--- src/hw/rtl/mmec_pkg.sv ---
// shared types, constants and controller/datapath interface structs for the matrix multiply block
`default_nettype none

package mmec_pkg;

  // default edge length of the square cell stores
  localparam int unsigned MAX_DIM_DEF = 16;

  // field widths
  localparam int unsigned KIND_W   = 2;
  localparam int unsigned IDX_W    = 4;
  localparam int unsigned VAL_W    = 32;
  localparam int unsigned DIM_W    = 5;
  localparam int unsigned CFG_IX_W = 2;
  localparam int unsigned STAT_W   = 2;

  // empty cell marker (-999)
  localparam logic [VAL_W-1:0] CELL_EMPTY = 32'hFFFF_FC19;

  // request kinds
  typedef enum logic [KIND_W-1:0] {
    KIND_WR_A  = 2'd0,
    KIND_WR_B  = 2'd1,
    KIND_PROD  = 2'd2,
    KIND_CLEAR = 2'd3
  } kind_e;

  // result status codes
  typedef enum logic [STAT_W-1:0] {
    ST_OK       = 2'd0,
    ST_MISMATCH = 2'd1,
    ST_RANGE    = 2'd2
  } status_e;

  // configuration register indexes
  typedef enum logic [CFG_IX_W-1:0] {
    CFG_A_ROWS = 2'd0,
    CFG_A_COLS = 2'd1,
    CFG_B_ROWS = 2'd2,
    CFG_B_COLS = 2'd3
  } cfg_idx_e;

  // controller states
  typedef enum logic [2:0] {
    S_CLEAR,
    S_IDLE,
    S_DECODE,
    S_RUN,
    S_DRAIN,
    S_RESULT
  } ctrl_state_e;

  // controller to datapath commands
  typedef struct packed {
    logic take;
    logic write;
    logic issue;
    logic clr_step;
    logic load_out;
  } ctrl_cmd_t;

  // datapath to controller status
  typedef struct packed {
    kind_e kind;
    logic  skip;
    logic  last_issue;
    logic  pipe_busy;
    logic  clr_last;
    logic  out_free;
  } dp_stat_t;

endpackage

`default_nettype wire

--- src/hw/rtl/mmec_ctrl.sv ---
// controller state machine sequencing writes, clear sweeps and product requests
`default_nettype none

module mmec_ctrl (
  input  wire                  clk_i,
  input  wire                  rst_ni,
  input  wire                  in_valid_i,
  output logic                 in_ready_o,
  input  mmec_pkg::dp_stat_t   stat_i,
  output mmec_pkg::ctrl_cmd_t  cmd_o
);

  mmec_pkg::ctrl_state_e state_q, state_d;

  // state register, reset starts with a clear sweep of both stores
  always_ff @(posedge clk_i or negedge rst_ni) begin
    if (!rst_ni) begin
      state_q <= mmec_pkg::S_CLEAR;
    end else begin
      state_q <= state_d;
    end
  end

  // next state and commands
  always_comb begin
    state_d    = state_q;
    cmd_o      = '0;
    in_ready_o = 1'b0;
    case (state_q)
      mmec_pkg::S_CLEAR: begin
        cmd_o.clr_step = 1'b1;
        if (stat_i.clr_last) begin
          state_d = mmec_pkg::S_IDLE;
        end
      end
      mmec_pkg::S_IDLE: begin
        in_ready_o = 1'b1;
        if (in_valid_i) begin
          cmd_o.take = 1'b1;
          state_d    = mmec_pkg::S_DECODE;
        end
      end
      mmec_pkg::S_DECODE: begin
        case (stat_i.kind)
          mmec_pkg::KIND_WR_A, mmec_pkg::KIND_WR_B: begin
            cmd_o.write = 1'b1;
            state_d     = mmec_pkg::S_IDLE;
          end
          mmec_pkg::KIND_CLEAR: begin
            state_d = mmec_pkg::S_CLEAR;
          end
          mmec_pkg::KIND_PROD: begin
            state_d = stat_i.skip ? mmec_pkg::S_RESULT : mmec_pkg::S_RUN;
          end
          default: begin
            state_d = mmec_pkg::S_IDLE;
          end
        endcase
      end
      mmec_pkg::S_RUN: begin
        cmd_o.issue = 1'b1;
        if (stat_i.last_issue) begin
          state_d = mmec_pkg::S_DRAIN;
        end
      end
      mmec_pkg::S_DRAIN: begin
        if (!stat_i.pipe_busy) begin
          state_d = mmec_pkg::S_RESULT;
        end
      end
      mmec_pkg::S_RESULT: begin
        if (stat_i.out_free) begin
          cmd_o.load_out = 1'b1;
          state_d        = mmec_pkg::S_IDLE;
        end
      end
      default: begin
        state_d = mmec_pkg::S_IDLE;
      end
    endcase
  end

endmodule

`default_nettype wire

--- config.mk ---
export PLATFORM = sky130hd
export DESIGN_NAME = mmec_ctrl
export DESIGN_NICKNAME = d
export VERILOG_FILES = /design/src/hw/rtl/mmec_pkg.sv /design/src/hw/rtl/mmec_ctrl.sv
export SDC_FILE = /design/constraint.sdc
export NUM_CORES = 1
export LEC_CHECK = 0
export BUFFER_PORTS_ARGS = -buffer_cell sky130_fd_sc_hd__buf_2
export CELL_PAD_IN_SITES_DETAIL_PLACEMENT = 1
export CELL_PAD_IN_SITES_GLOBAL_PLACEMENT = 1
export CORE_AREA = 8 8 45 47
export CTS_CLUSTER_DIAMETER = 80
export CTS_CLUSTER_SIZE = 8
export DETAILED_ROUTE_END_ITERATION = 10
export DIE_AREA = 0 0 53 55
export GPL_ROUTABILITY_DRIVEN = 1
export PLACE_DENSITY_LB_ADDON = 0.1
export SLEW_MARGIN = 20
export SYNTH_ARGS = -nofsm -noshare
export SYNTH_HDL_FRONTEND = slang
export SYNTH_SLANG_ARGS = --single-unit
--- constraint.sdc ---
create_clock -name clk_i -period 1.2 [get_ports clk_i]
set_clock_uncertainty 0.1 [all_clocks]
set_input_delay 0.12 -clock clk_i [delete_from_list [all_inputs] [get_ports clk_i]]
set_output_delay 0.12 -clock clk_i [all_outputs]
set_load 0.03 [all_outputs]
After elaboration in Yosys (flattened, before gate mapping)
Cells that the tools add are included.
Word-level totals
  bits in registers: 3
  latch bits: 0
  bits in writable memories: 0
  memory bits (read-only): 0
  logic and storage cells: 35
  memories: 0
Operators by class
  add/sub/neg operators: 0
  multiply operators: 0
  divide/modulo/power cells: 0
  order comparisons: 0
  equal/unequal tests: 13
  shift operators: 0
  multiplexer cells: 17
  bitwise operators: 0
  reductions and logical operators: 4
Operators by type and width (number)
  3-bit 2-to-1 mux: 6
  3-bit case mux with 6 select lines: 1
  2-bit != test (second input constant): 5
  1-bit 2-to-1 mux: 9
  3-bit case mux with 3 select lines: 1
  3-bit by 2-bit equality test with 1-bit output (second input constant): 2
  3-bit equality test (second input constant): 2
  5-bit AND reduction: 1
  2-bit equality test (second input constant): 2
  3-bit by 1-bit equality test with 1-bit output (second input constant): 1
  3-bit logical NOT: 1
  2-bit by 1-bit equality test with 1-bit output (second input constant): 1
  2-bit logical NOT: 1
  2-bit OR reduction: 1

Logic depth before layout (Yosys ltp)
Gate-level depths: netlist of the first run.
  depth after elaboration: 4
  gate-level depth with buffers: 4
  depth with buffers taken out: 3

Worst setup path after synthesis of the first run
No wires, ideal clock.
  path type: register to output
  from: register state_q[2]
  to: output cmd_o[3] (netlist bit)
  data arrival time: 1314 ps
  required time: 980 ps
  slack: -334 ps
  stages on the path, launching flop included: 4
  path buffers: 1
  path through: dfrtp_1 buf_6 nand2b_1 nor3_1
RTL lines
  start: declaration: line mmec_ctrl.sv:13  | mmec_pkg::ctrl_state_e state_q, state_d;
  start signal: assignment: line mmec_ctrl.sv:18  | state_q <= mmec_pkg::S_CLEAR;
  start signal: assignment: line mmec_ctrl.sv:20  | state_q <= state_d;
  end: declaration: line mmec_ctrl.sv:10  | output mmec_pkg::ctrl_cmd_t cmd_o

==> impl_metrics.env, run 1 <==
export IMPL_largest_reg_flops=3
export IMPL_grt_overflow_total=0
export IMPL_maxCapViolations=0
export IMPL_synthMuxAreaShare_pct=7.273
export IMPL_vias_per_cell=4.526
export IMPL_worst_slack_ns=-0.2072
export IMPL_hold_violations=0
export IMPL_start_kind="flop"
export IMPL_dp_hpwl_um=878.5
export IMPL_yosys_register_bits=3
export IMPL_wl_per_cell_um=14.19
export IMPL_rr_endpoint="state_q[0]"
export IMPL_nets=73
export IMPL_num_antenna_cells=0
export IMPL_cts_max_level=1
export IMPL_syn_area_um2=275.3
export IMPL_cp_arrival_ns=1.19
export IMPL_setup_viol=7
export IMPL_fin_util_pct=41.32
export IMPL_async_flop_share_pct=100.0
export IMPL_crit_required_ns=0.98
export IMPL_ant_nets=0
export IMPL_gp_congestion=0.7269
export IMPL_cts_sinks=3
export IMPL_ff2ff_setup_slack_ns=-0.01
export IMPL_worst_pin_slew_ns=0.2059
export IMPL_endpoint_kind="output port"
export IMPL_preCtsSetupSlack_ns=-0.04636
export IMPL_power_leakage_nw=0.2592
export IMPL_crit_path_start="state_q[0]"
export IMPL_cts_buffer_depth=2
export IMPL_peakVddDrop_uv=801.2
export IMPL_pin_count=16
export IMPL_syn_area_per_cell_um2=8.341
export IMPL_cts_buffers=3
export IMPL_r2r_start="state_q[0]"
export IMPL_synthAdderAreaFrac_pct=0
export IMPL_synthTopCellsByArea="dfrtp_1 (27%), buf_6 (8.2%), mux2i_1 (7.3%)"
export IMPL_synth_xor_area_share_pct=0
export IMPL_first_global_vias=399
export IMPL_synth_simple_area_share_pct=36.36
export IMPL_crit_path_max_fanout=6
export IMPL_yosysTopAreaCell="dfrtp_1"
export IMPL_status="finished, violations left"
export IMPL_top_regs="state_q (3)"
export IMPL_vias=353
export IMPL_synth_top_family_by_area="simple AND/OR/NAND/NOR gates"
export IMPL_io_buffers=15
export IMPL_die_y_um=55
export IMPL_synth_compound_area_share_pct=17.73
export IMPL_seq_area_frac_synth_pct=27.27
export IMPL_start_util_pct=19.89
export IMPL_grt_pass1_wl_mm=1.731
export IMPL_nFillCells=174
export IMPL_dieWidth_um=53
export IMPL_clock_latency_ns=0.23
export IMPL_dr_first_iter_drc_count=0
export IMPL_clk_pin_slew_worst_paths_ns=0.04
export IMPL_maxSlewHeadroom_pct=86.12
export IMPL_fin_setup_tns_ns=-0.9473
export IMPL_p_per_area_nw_per_um2=2561
export IMPL_hp_class="in -> async"
export IMPL_place_area_um2=447.9
export IMPL_path_class="reg -> out"
export IMPL_reg2reg_depth=4
export IMPL_synthCells=33
export IMPL_cts_root_buf="clkbuf_4"
export IMPL_ys_warn_count=0
export IMPL_synth_top_area_share_pct=27.27
export IMPL_track_usage_pct=8.862
export IMPL_syn_num_nets=43
export IMPL_rsz0062_at_grt="yes"
export IMPL_routed_wl_mm=1.107
export IMPL_num_rows=14
export IMPL_max_freq_mhz=710.6
export IMPL_finalPower_w=0.001464
export IMPL_syn_to_final_growth_pct=107.7
export IMPL_fin_crit_ns=1.407
export IMPL_drc=0
export IMPL_design_area_um2=571.8
export IMPL_ys_flop_type="dfrtp_1"
export IMPL_antenna_found_initial=0
export IMPL_synthDistinctLibCells=23
export IMPL_dieArea_um2=2915
export IMPL_violations="setup timing"
export IMPL_grt_max_degree=7
export IMPL_regMostFlops="state_q"
export IMPL_core_area_um2=1384
export IMPL_period_share_pct=117.3
export IMPL_final_max_slew_viol_count=0
export IMPL_dr_pass1_iters=1
export IMPL_drive_above_1_share_pct=69.35
export IMPL_cts_tree="built"
export IMPL_synth_edf_count=0
-- layout by cell type, fill, tap and decap left out, types with 2 or more instances in the layout --
master / instances
dfrtp_2: 3
nand2b_4: 2
mux2i_1: 2
clkbuf_4: 3
nor3_2: 2
buf_2: 9
nor2_1: 2
buf_4: 9
buf_6: 8
nand2_1: 3
nor2_4: 2
o22ai_1: 2
-- cell usage after synthesis, types with 2 or more instances --
master,number
dfrtp_1,3
nor3_1,2
buf_6,2
o22ai_1,2
nor2_1,3
nand2_1,3
mux2i_1,2
-- worst max-delay path, cell delays in order (launching register included) --
cell	delay [ns]
dfrtp_2	0.47
buf_6	0.14
nor3_2	0.16
buf_4	0.18
-- timing repair --
item	CTS	global route
buffers inserted	3	1
hold endpoints to repair	3	0
hold buffers	1	0
endpoints found under the setup margin	7	8
resized for setup	17	5
pin swaps	4	3
-- per-stage QoR --
| step | std cells | hold slack (ns) |
|---|---|---|
| after detailed placement | 70 | -0.1769 |
| final | 78 | 0.1144 |
| after floorplan | 33 | -0.2756 |
| after CTS | 78 | 0.1102 |
| after global routing | 78 | 0.1135 |
| after global placement | 70 | -0.1794 |
-- report_power, final --
part | internal, W | leakage [nW] | total [W] | switching [W]
Combinational | 0.000563 | 0.210 | 0.00104 | 0.000479
Clock | 0.000125 | 0.0150 | 0.000177 | 0.0000522
Sequential | 0.000151 | 0.0337 | 0.000246 | 0.0000946
Total | 0.000839 | 0.259 | 0.00146 | 0.000626
-- layout make-up --
type	instances	area (um^2)	share of cell area, %
clock buffers	4	26.28	4.595
multi-input cells	26	210.2	36.76
repair buffers	28	232.7	40.70
inverters	1	3.754	0.6565
flip-flops and latches	3	78.83	13.79
well taps	16	20.02	3.501
-- logic make-up after synthesis --
family,after synthesis
AOI/OAI and AO/OA,7
buffers and inverters,4
DFF,3
muxes,2
and+or+nand+nor,17
-- metal layers --
layer | track usage, % | wire, um | vias up
met2 | 13.09 | 552 | 12
met1 | 8.079 | 431 | 164
li1 | - | - | 175
met3 | 4.011 | 96 | 2
met4 | 11.64 | 27 | 0
met5 | 0 | 0 | -
-- how the worst max path moves through the flow --
stage,depth (start not counted),to,slack (ns)
2_1_floorplan,3,cmd_o[3],-0.1
3_3_place_gp,3,cmd_o[1],-0.03
3_5_place_dp,3,cmd_o[0],-0.05
4_1_cts,3,cmd_o[3],-0.22
5_1_grt,3,cmd_o[3],-0.25
6_report,3,cmd_o[3],-0.21
No activity file was read; power rests on OpenSTA's default activity.
==> run 2, diff against run 1 <==
--- a/config.mk
+++ b/config.mk
@@ -19,3 +19,4 @@
 export SYNTH_ARGS = -nofsm -noshare
 export SYNTH_HDL_FRONTEND = slang
 export SYNTH_SLANG_ARGS = --single-unit
+export TNS_END_PERCENT = 5
==> impl_metrics.env, run 2 (same netlist as run 1, synthesis figures left out) <==
export IMPL_status="finished, violations left"
export IMPL_violations="setup timing"
export IMPL_final_max_slew_viol_count=0
export IMPL_rr_endpoint="state_q[2]"
export IMPL_drive_above_1_share_pct=64.52
export IMPL_first_global_vias=415
export IMPL_setup_viol=9
export IMPL_finalPower_w=0.001366
export IMPL_top_regs="state_q (3)"
export IMPL_maxCapViolations=0
export IMPL_vias=350
export IMPL_fin_crit_ns=1.380
export IMPL_r2r_start="state_q[0]"
export IMPL_worst_slack_ns=-0.1804
export IMPL_worst_pin_slew_ns=0.1924
export IMPL_rsz0062_at_grt="yes"
export IMPL_io_buffers=15
export IMPL_maxSlewHeadroom_pct=87.17
export IMPL_power_leakage_nw=0.2486
export IMPL_num_rows=14
export IMPL_fin_setup_tns_ns=-1.046
export IMPL_hold_end="state_q[1]"
export IMPL_mostFrequentLayoutCell="buf_4"
export IMPL_nFillCells=174
export IMPL_crit_required_ns=0.98
export IMPL_dr_first_iter_drc_count=0
export IMPL_ff2ff_setup_slack_ns=-0.06
export IMPL_nets=73
export IMPL_ant_nets=0
export IMPL_largest_reg_flops=3
export IMPL_dieArea_um2=2915
export IMPL_core_area_um2=1384
export IMPL_syn_to_final_growth_pct=95.45
export IMPL_grt_overflow_total=0
export IMPL_fin_hold_ws_ns=0.08821
export IMPL_max_freq_mhz=724.5
export IMPL_crit_path_max_fanout=5
export IMPL_cts_max_level=1
export IMPL_start_kind="flop"
export IMPL_period_share_pct=115.0
export IMPL_cts_tree="built"
export IMPL_hold_violations=0
export IMPL_dp_cells=70
export IMPL_grt_max_degree=8
export IMPL_num_antenna_cells=0
export IMPL_start_util_pct=19.89
export IMPL_vias_per_cell=4.487
export IMPL_reg2reg_depth=5
export IMPL_dieWidth_um=53
export IMPL_drc=0
export IMPL_path_class="reg -> out"
export IMPL_gp_congestion=0.7310
export IMPL_cts_root_buf="clkbuf_4"
export IMPL_hp_class="in -> reg"
export IMPL_pin_count=16
export IMPL_regMostFlops="state_q"
export IMPL_antenna_found_initial=0
export IMPL_dr_pass1_iters=1
export IMPL_grt_pass1_wl_mm=1.628
export IMPL_routed_wl_um=982
export IMPL_final_cell_mix="buf_4 (11), buf_2 (10), buf_6 (6), nand2_1 (3), clkbuf_4 (3)"
export IMPL_endpoint_kind="output port"
export IMPL_cts_buffers=3
export IMPL_hold_path_startpoint="stat_i[4]"
export IMPL_clk_pin_slew_worst_paths_ns=0.04
export IMPL_p_per_area_nw_per_um2=2539
export IMPL_cts_sinks=3
export IMPL_cts_buffer_depth=2
export IMPL_cp_arrival_ns=1.16
export IMPL_die_y_um=55
export IMPL_clock_latency_ns=0.23
export IMPL_wl_per_cell_um=12.59
export IMPL_track_usage_pct=7.755
export IMPL_min_path_cells=3
export IMPL_final_cell_count_no_fill=78
export IMPL_peakVddDrop_uv=1074
==> run 2: final cells by class <==
class / count / area, um^2 / area share, %
inverter: 1 / 3.754 / 0.6977
timing repair buffer: 28 / 210.2 / 39.07
sequential: 3 / 77.57 / 14.42
multi-input combinational: 26 / 200.2 / 37.21
clock buffer: 4 / 26.28 / 4.884
tap: 16 / 20.02 / 3.721
==> run 2: through the flow <==
stage,setup slack (ns),cell area (um^2),util [%]
after floorplan,-0.2307,291.5,-
after global placement,-0.03327,426.7,30.83
after detailed placement,-0.03960,426.7,30.83
after CTS,-0.2024,524.3,37.88
after global routing,-0.2599,538.0,38.88
final,-0.1804,538.0,38.88
==> run 2: critical path, stage by stage (launching register included) <==
cell      delay [ns]
dfrtp_1         0.41
nand2b_4        0.17
nor2_4          0.08
and2_4          0.14
buf_6           0.12
==> run 2: metal layers <==
metal,GRT usage [%],share of wire [%],wire length [um]
met3,2.406,4.0,39
met4,6.466,0,0
met1,7.436,42,408
met2,13.48,54,534
met5,0,0,0
==> run 2: timing repair <==
item / 4_1_cts / 5_1_grt
gates cloned: 0 / 0
pin swaps: 5 / 2
endpoints found under the setup margin: 9 / 9
hold buffers: 1 / 0
setup buffers: 3 / 0
endpoints found under the hold margin: 3 / 0
resized for setup: 15 / 3
==> run 2: worst max-delay path by stage <==
stage                     slack (ns)          to  startpoint
after floorplan                -0.23    cmd_o[4]  state_q[2]
after global placement         -0.03  state_q[2]  state_q[0]
after detailed placement       -0.04  state_q[2]  state_q[0]
after CTS                      -0.20    cmd_o[4]  state_q[2]
after global routing           -0.26    cmd_o[4]  state_q[2]
final                          -0.18    cmd_o[4]  state_q[2]
==> run 2: where the power goes <==
group	internal (W)	switching [W]
clock	0.000124	0.0000488
sequential	0.000150	0.0000981
combinational	0.000504	0.000441
